==> src/rtl/core/tcphcb_pkg.sv <==
// ----------------------------------------------------------------------------
// tcphcb_pkg
// Shared types, codes and constants for the TCP header checksum builder.
// ----------------------------------------------------------------------------
package tcphcb_pkg;

   localparam logic CMD_HEADER  = 1'b0;
   localparam logic CMD_PAYLOAD = 1'b1;

   localparam logic CSR_LOCAL_IP    = 1'b0;
   localparam logic CSR_WINDOW_SIZE = 1'b1;

   localparam logic [16:0] MAX_PAYLOAD  = 17'd65515;
   localparam logic [16:0] HDR_BYTES    = 17'd20;
   localparam logic [15:0] PROTO_TCP    = 16'd6;
   localparam logic [15:0] WORD_MASK    = 16'hFFFF;
   localparam logic [15:0] WINDOW_RESET = 16'd8192;
   localparam logic [7:0]  OFFSET_BYTE  = 8'h50;

   typedef struct packed {
      logic [16:0] run_sum;
      logic [15:0] extra;
      logic [19:0] hdr_sum;
      logic [31:0] ports;
      logic [31:0] seq;
      logic [31:0] ack;
      logic [7:0]  flags;
      logic [16:0] count;
   } close_in_type;

   typedef struct packed {
      logic [63:0] header_front;
      logic [63:0] header_middle;
      logic [31:0] header_back;
      logic [15:0] tcp_length;
      logic        status;
   } result_type;

   // sum of the segment-constant header words: destination, ports, seq, ack, offset/flags
   function automatic logic [19:0] hdr_word_sum(input logic [31:0] dest_ip,
                                                input logic [31:0] ports,
                                                input logic [31:0] seq,
                                                input logic [31:0] ack,
                                                input logic [7:0]  flags);
      hdr_word_sum = 20'(dest_ip[31:16]) + 20'(dest_ip[15:0])
                   + 20'(ports[31:16]) + 20'(ports[15:0])
                   + 20'(seq[31:16]) + 20'(seq[15:0])
                   + 20'(ack[31:16]) + 20'(ack[15:0])
                   + 20'({OFFSET_BYTE, flags});
   endfunction

endpackage

==> src/rtl/core/tcphcb_close.sv <==
// ----------------------------------------------------------------------------
// tcphcb_close
// Closes a segment: adds pseudo header and header words, folds, complements
// and assembles the finished 20-byte header.
// ----------------------------------------------------------------------------
module tcphcb_close (
   input  tcphcb_pkg::close_in_type close_in,
   input  logic [31:0]              local_ip,
   input  logic [15:0]              window_size,
   output tcphcb_pkg::result_type   result
);
   import tcphcb_pkg::*;

   logic        over;
   logic [15:0] len;
   logic [20:0] total;
   logic [16:0] fold1;
   logic [15:0] fold2;

   always_comb begin
      over  = close_in.count > MAX_PAYLOAD;
      len   = over ? WORD_MASK : 16'(HDR_BYTES + close_in.count);
      total = 21'(close_in.run_sum) + 21'(close_in.extra) + 21'(close_in.hdr_sum)
            + 21'(local_ip[31:16]) + 21'(local_ip[15:0]) + 21'(PROTO_TCP)
            + 21'(len) + 21'(window_size);
      fold1 = 17'(total[15:0]) + 17'(total[20:16]);
      fold2 = fold1[15:0] + 16'(fold1[16]);

      result.header_front  = {close_in.ports, close_in.seq};
      result.header_middle = {close_in.ack, OFFSET_BYTE, close_in.flags, window_size};
      result.header_back   = {~fold2, 16'h0000};
      result.tcp_length    = len;
      result.status        = over;
   end

endmodule

==> src/rtl/core/tcp_header_checksum_builder_core.sv <==
// ----------------------------------------------------------------------------
// tcp_header_checksum_builder_core
// Builds a TCP header with IPv4 pseudo-header checksum over a byte stream.
//
//   channel   dir   handshake              payload
//   req_*     in    req_valid / req_stall  command, header fields, data_byte, last
//   rsp_*     out   rsp_valid / rsp_stall  header_front/middle/back, tcp_length, status
//   csr_*     in    csr_valid / csr_ready  csr_index, csr_data
//
// One item per cycle while req_stall is low: input register, one pass of sum logic, result register.
// The result register loads when the closing item leaves the input register.
// req_stall rises only when a closing item waits on a stalled result register.
// Synchronous reset; no clearing pass. csr_ready is always high.
// ----------------------------------------------------------------------------
module tcp_header_checksum_builder_core (
   input  logic        clock,
   input  logic        reset,

   input  logic        req_valid,
   output logic        req_stall,
   input  logic        req_command,
   input  logic [31:0] req_dest_ip,
   input  logic [15:0] req_source_port,
   input  logic [15:0] req_dest_port,
   input  logic [31:0] req_seq_number,
   input  logic [31:0] req_ack_number,
   input  logic [7:0]  req_tcp_flags,
   input  logic [7:0]  req_data_byte,
   input  logic        req_last,

   output logic        rsp_valid,
   input  logic        rsp_stall,
   output logic [63:0] rsp_header_front,
   output logic [63:0] rsp_header_middle,
   output logic [31:0] rsp_header_back,
   output logic [15:0] rsp_tcp_length,
   output logic        rsp_status,

   input  logic        csr_valid,
   output logic        csr_ready,
   input  logic        csr_index,
   input  logic [31:0] csr_data
);
   import tcphcb_pkg::*;

   // configuration
   logic [31:0] local_ip_ff, local_ip_in;
   logic [15:0] window_ff, window_in;

   // input register
   logic        in_valid_ff, in_valid_in;
   logic        in_cmd_ff;
   logic        in_last_ff;
   logic [7:0]  in_byte_ff;
   logic [31:0] in_ports_ff;
   logic [31:0] in_seq_ff;
   logic [31:0] in_ack_ff;
   logic [7:0]  in_flags_ff;
   logic [19:0] in_hsum_ff;

   // segment state
   logic        seg_open_ff, seg_open_in;
   logic        odd_ff, odd_in;
   logic [7:0]  held_ff, held_in;
   logic [16:0] run_ff, run_in;
   logic [16:0] count_ff, count_in;
   logic [31:0] lat_ports_ff, lat_ports_in;
   logic [31:0] lat_seq_ff, lat_seq_in;
   logic [31:0] lat_ack_ff, lat_ack_in;
   logic [7:0]  lat_flags_ff, lat_flags_in;
   logic [19:0] lat_hsum_ff, lat_hsum_in;

   // result register
   logic        out_valid_ff, out_valid_in;
   result_type  out_ff;

   logic         req_take;
   logic         is_hdr;
   logic         take;
   logic         closes;
   logic         out_free;
   logic         advance;
   logic         commit;
   logic         base_odd;
   logic [16:0]  base_run;
   logic [16:0]  base_count;
   logic [16:0]  pair_sum;
   close_in_type close_in;
   result_type   close_res;

   assign csr_ready = 1'b1;

   always_comb begin
      local_ip_in = local_ip_ff;
      window_in   = window_ff;
      if (csr_valid) begin
         case (csr_index)
            CSR_LOCAL_IP:    local_ip_in = csr_data;
            CSR_WINDOW_SIZE: window_in   = csr_data[15:0];
            default: ;
         endcase
      end
   end

   always_comb begin
      is_hdr   = in_cmd_ff == CMD_HEADER;
      take     = in_valid_ff && (is_hdr || seg_open_ff);
      closes   = take && in_last_ff;
      out_free = !out_valid_ff || !rsp_stall;
      advance  = in_valid_ff && (!closes || out_free);
      commit   = advance && take;

      req_stall   = in_valid_ff && !advance;
      req_take    = req_valid && !req_stall;
      in_valid_in = req_take || (in_valid_ff && !advance);

      base_run   = is_hdr ? 17'd0 : run_ff;
      base_odd   = is_hdr ? 1'b0 : odd_ff;
      base_count = is_hdr ? 17'd0 : count_ff;

      pair_sum = 17'(run_ff[15:0]) + 17'(run_ff[16]) + 17'({held_ff, in_byte_ff});

      lat_ports_in = is_hdr ? in_ports_ff : lat_ports_ff;
      lat_seq_in   = is_hdr ? in_seq_ff   : lat_seq_ff;
      lat_ack_in   = is_hdr ? in_ack_ff   : lat_ack_ff;
      lat_flags_in = is_hdr ? in_flags_ff : lat_flags_ff;
      lat_hsum_in  = is_hdr ? in_hsum_ff  : lat_hsum_ff;

      run_in   = base_run;
      odd_in   = base_odd;
      held_in  = held_ff;
      count_in = base_count;
      close_in.extra = 16'h0000;
      if (!is_hdr) begin
         if (base_odd) begin
            run_in         = 17'(pair_sum[15:0]) + 17'(pair_sum[16]);
            odd_in         = 1'b0;
            close_in.extra = {held_ff, in_byte_ff};
         end else begin
            held_in        = in_byte_ff;
            odd_in         = 1'b1;
            close_in.extra = {in_byte_ff, 8'h00};
         end
         if (base_count <= MAX_PAYLOAD) begin
            count_in = base_count + 17'd1;
         end
      end
      seg_open_in = !in_last_ff;

      close_in.run_sum = base_run;
      close_in.hdr_sum = lat_hsum_in;
      close_in.ports   = lat_ports_in;
      close_in.seq     = lat_seq_in;
      close_in.ack     = lat_ack_in;
      close_in.flags   = lat_flags_in;
      close_in.count   = count_in;

      if (advance && closes) begin
         out_valid_in = 1'b1;
      end else if (out_valid_ff && !rsp_stall) begin
         out_valid_in = 1'b0;
      end else begin
         out_valid_in = out_valid_ff;
      end
   end

   tcphcb_close u_close (
      .close_in    (close_in),
      .local_ip    (local_ip_ff),
      .window_size (window_ff),
      .result      (close_res)
   );

   always_ff @(posedge clock) begin
      if (reset) begin
         local_ip_ff  <= 32'd0;
         window_ff    <= WINDOW_RESET;
         in_valid_ff  <= 1'b0;
         out_valid_ff <= 1'b0;
         seg_open_ff  <= 1'b0;
         odd_ff       <= 1'b0;
         run_ff       <= 17'd0;
         count_ff     <= 17'd0;
      end else begin
         local_ip_ff  <= local_ip_in;
         window_ff    <= window_in;
         in_valid_ff  <= in_valid_in;
         out_valid_ff <= out_valid_in;
         if (commit) begin
            seg_open_ff <= seg_open_in;
            odd_ff      <= odd_in;
            run_ff      <= run_in;
            count_ff    <= count_in;
         end
      end
   end

   always_ff @(posedge clock) begin
      if (req_take) begin
         in_cmd_ff   <= req_command;
         in_last_ff  <= req_last;
         in_byte_ff  <= req_data_byte;
         in_ports_ff <= {req_source_port, req_dest_port};
         in_seq_ff   <= req_seq_number;
         in_ack_ff   <= req_ack_number;
         in_flags_ff <= req_tcp_flags;
         in_hsum_ff  <= hdr_word_sum(req_dest_ip, {req_source_port, req_dest_port},
                                     req_seq_number, req_ack_number, req_tcp_flags);
      end
      if (commit) begin
         held_ff      <= held_in;
         lat_ports_ff <= lat_ports_in;
         lat_seq_ff   <= lat_seq_in;
         lat_ack_ff   <= lat_ack_in;
         lat_flags_ff <= lat_flags_in;
         lat_hsum_ff  <= lat_hsum_in;
      end
      if (advance && closes) begin
         out_ff <= close_res;
      end
   end

   assign rsp_valid         = out_valid_ff;
   assign rsp_header_front  = out_ff.header_front;
   assign rsp_header_middle = out_ff.header_middle;
   assign rsp_header_back   = out_ff.header_back;
   assign rsp_tcp_length    = out_ff.tcp_length;
   assign rsp_status        = out_ff.status;

   a_count_cap: assert property (@(posedge clock) disable iff (reset)
      count_ff <= MAX_PAYLOAD + 17'd1)
      else $error("payload count beyond saturation");

   a_run_bound: assert property (@(posedge clock) disable iff (reset)
      run_ff <= 17'h10000)
      else $error("running sum not folded");

   a_stall_cause: assert property (@(posedge clock) disable iff (reset)
      req_stall |-> (out_valid_ff && rsp_stall && in_valid_ff))
      else $error("input stalled without a blocked result");

   a_over_len: assert property (@(posedge clock) disable iff (reset)
      (rsp_valid && rsp_status) |-> (rsp_tcp_length == WORD_MASK))
      else $error("overflow result with short length");

   a_ok_len: assert property (@(posedge clock) disable iff (reset)
      (rsp_valid && !rsp_status) |-> (rsp_tcp_length >= 16'(HDR_BYTES)))
      else $error("result length below header size");

endmodule

==> config.mk <==
export PLATFORM = sky130hd
export DESIGN_NAME = tcp_header_checksum_builder_core
export DESIGN_NICKNAME = d
export VERILOG_FILES = /design/src/rtl/core/tcphcb_pkg.sv /design/src/rtl/core/tcphcb_close.sv /design/src/rtl/core/tcp_header_checksum_builder_core.sv
export SDC_FILE = /design/constraint.sdc
export NUM_CORES = 1
export LEC_CHECK = 0
export BUFFER_PORTS_ARGS = -buffer_cell sky130_fd_sc_hd__buf_2
export CAP_MARGIN = 10
export CORE_ASPECT_RATIO = 0.8
export CORE_UTILIZATION = 30
export DETAILED_ROUTE_END_ITERATION = 8
export GPL_TIMING_DRIVEN = 0
export HOLD_SLACK_MARGIN = 0.05
export PLACE_DENSITY_LB_ADDON = 0.08
export REMOVE_ABC_BUFFERS = 1
export SYNTH_ARGS = -nofsm -noshare
export SYNTH_HDL_FRONTEND = slang
export SYNTH_HIERARCHICAL = 1
export SYNTH_SLANG_ARGS = --single-unit
==> constraint.sdc <==
create_clock -name clock -period 15.95 [get_ports clock]
set_clock_uncertainty 0.15 [all_clocks]
set_input_delay 3.19 -clock clock [delete_from_list [all_inputs] [get_ports clock]]
set_output_delay 3.19 -clock clock [all_outputs]
set_load 0.02 [all_outputs]
==> flow_summary.toml <==
[job]
drv.max_cap_violation_count = 0

[synthesis]
avgSynthCellArea_um2 = 12.7
fraction_of_the_mapped_netlist_area_in_compound_gates_pct = 6.24
syn-cell-area_um2 = 28700
ys_seq_elements = 529
post_synth_xor_area_fraction_pct = 2.79
synth-edff-count = 443
netlist.area_leader.share_pct = 46.3
yosysWarnings = 6
async_reset_ff_share_pct = 0
yosys.area.top_type = "edfxtp_1"
syn-instance-count = 2267
number_of_distinct_library_cells_after_synthesis = 99
synth.area.mux_share_pct = 5.35
synth_simple_gate_area_share_pct = 8.09
synth_top_cells_by_area = "edfxtp_1, fa_1, dfxtp_1"
ys_seq_area_share_pct = 52.3
synthAdderAreaFrac_pct = 16.5
ys_dominant_reg_cell = "edfxtp_1"
dominant_combinational_cell_family_by_area_after_synthesis = "adder cells"

[setup_path]
cp_top_family = "simple AND/OR/NAND/NOR gates"
crit_arrival_ps = 13990
crit_fanout = 23
slowest_stage = "a211oi_1"
worstPathBufferInverterCount = 7
timing.critical_path.to_type = "flop"
cpPeakStageDelay_ps = 720
required_time_of_the_worst_setup_path_ps = 16140
timing.setup.critical_path_class = "reg -> reg"
cell_repeated_most_along_the_worst_path = "ha_1"
startpoint_type = "flop"

[finish]
utilization_pct = 35.7
n_fill_cell = 9323
synthToLayoutAreaGrowth_pct = 17.9
finalInstanceArea_um2 = 33900
layout.cells.most_common = "edfxtp_1"
layout_common_cells = "edfxtp_1, buf_2, inv_1, fa_1, nand2_1"
nets = 2999
drive_above_1_share_pct = 25.6

[cts]
cts_num_sinks = 529
htreeDepth = 3
max-clock-path-buffers = 3
clk_pin_slew_worst_paths_ps = 60
clock_insertion_delay_worst_skew_ps = 610
postCtsSetupBuffers = 0
post_cts_resize_count = 0
cts_hold_buffers = 0
cts_made_buffers = 66
root_buffer = "clkbuf_16"
cts_tree = "done"

[power]
p_per_area_nw_per_um2 = 169
worst_ir_drop_vdd_mv = 0.171
totalPowerFinal_w = 0.00571
cellLeakagePower_nw = 13.7

[floorplan]
dieHeight_um = 279
num_rows = 101
core_area_um2 = 94900
die_width_um = 348
die-area_um2 = 97000
ioPinCount = 364
floorplan.initialDensity_pct = 30.3

[route]
drt-wirelength-per-cell_um = 18.6
route.final.wire_length_um = 72300
drt_pre_antenna_iters = 5
ant_nets = 0
vias_per_cell = 4.43
drc_errors = 0
vias = 17200
drt_first_iter_violations = 900

[timing]
fin_crit_sh_pct = 86.5
grt_setup_unrepaired = "false"
setup_viol_count_final = 0
fmax_ghz = 0.0725
worst_pin_slew_ps = 1270
max_slew_margin_pct = 15.6
finalMaxSlewViolations = 0
post-route-min-period_ps = 13800
finalHoldViolCount = 0
final_critical_path_setup_slack_ps = 2150

[global_routing]
grt_start_max_net_pins = 75
grt_pass1_wl_um = 110000
vias_in_the_first_global_route = 18000
grt_antenna_before_repair = 8
globalRouteOverflowTotal = 0
track_usage_pct = 14.9

[placement]
dpl.hpwl_um = 54700
dp_slack_ps = 1850
place_area_um2 = 31600
gp_congestion = 0.819
portBuffers = 362

[min_path]
worst_hold_path_type = "reg -> reg"

[run_status]
status = "complete, no violations"
logic make-up (layout without fill, tap and decap cells):
family | count (synthesis) | after routing
muxes | 138 | 138
other | 3 | 27
xor gates and xnor gates | 89 | 89
and+or+nand+nor | 465 | 465
buffers and inverters | 510 | 818
DFF | 529 | 529
AOI/OAI and AO/OA | 263 | 263
adders and majority gates | 270 | 270
metrics by stage:
| step | setup TNS (ps) | std cells | hold slack [ps] |
|---|---|---|---|
| after floorplan | 0 | 2088 | 280 |
| after global placement | -2827470 | 3737 | 297 |
| final | 0 | 3886 | 312 |
| after detailed placement | 0 | 3764 | 305 |
| after CTS | 0 | 3883 | 314 |
| after global routing | 0 | 3884 | 336 |
routing by layer:
| layer | share of wire [%] | vias up | track usage [%] |
|---|---|---|---|
| met1 | 48 | 8551 | 21.3 |
| met4 | 2.2 | 12 | 4.01 |
| met3 | 4.9 | 108 | 3.20 |
| met5 | 0.095 | - | 0 |
| met2 | 45 | 354 | 22.7 |
| li1 | - | 8173 | - |
worst reg2reg max path: cells and delay by family, from the launching register on:
family | cells | cell delay [ps]
buffers and inverters | 7 | 1270
XOR/XNOR | 4 | 560
adder cells (fa/ha/maj) | 8 | 2540
AND/OR/NAND/NOR | 17 | 4430
AO/OA/AOI/OAI | 14 | 3960
flip-flops | 1 | 690
area by class of cell:
type / count / area, um^2 / share of cell area [%]
diodes: 2 / 5.00 / 0.0148
flip-flops and latches: 529 / 15000 / 44.4
repair buffers: 390 / 2460 / 7.28
well taps: 1287 / 1610 / 4.75
clock inverters: 38 / 504 / 1.49
multi-input cells: 1250 / 11300 / 33.4
inverters: 309 / 1170 / 3.45
clock buffers: 81 / 1770 / 5.23
power by group:
part	internal, W	switching (W)
combinational	0.000976	0.00144
clock	0.000959	0.000618
sequential	0.00169	0.0000275
total	0.00363	0.00209
Yosys cell counts (all sizes together), types with 14 or more instances:
cell	count
inv	309
nand2	175
mux2	125
xnor2	52
nand3	26
ha	87
dfxtp	86
and2	27
xor2	36
a21oi	101
nor2	100
a21o	21
nor3	38
or3	14
o21ai	44
buf	156
clkbuf	45
and3	16
edfxtp	443
fa	182
final timing paths:
kind / from / endpoint / slack, ps / depth (start not counted)
hold / removal: local_ip_ff[0] / local_ip_ff[0] / 310 / 2
hold reg to reg: local_ip_ff[0] / local_ip_ff[0] / 310 / 2
setup reg to reg: in_cmd_ff / rsp_header_back[28] / 2150 / 50
setup / recovery: in_cmd_ff / rsp_header_back[28] / 2150 / 50
Power figures use the tool's default switching activity.
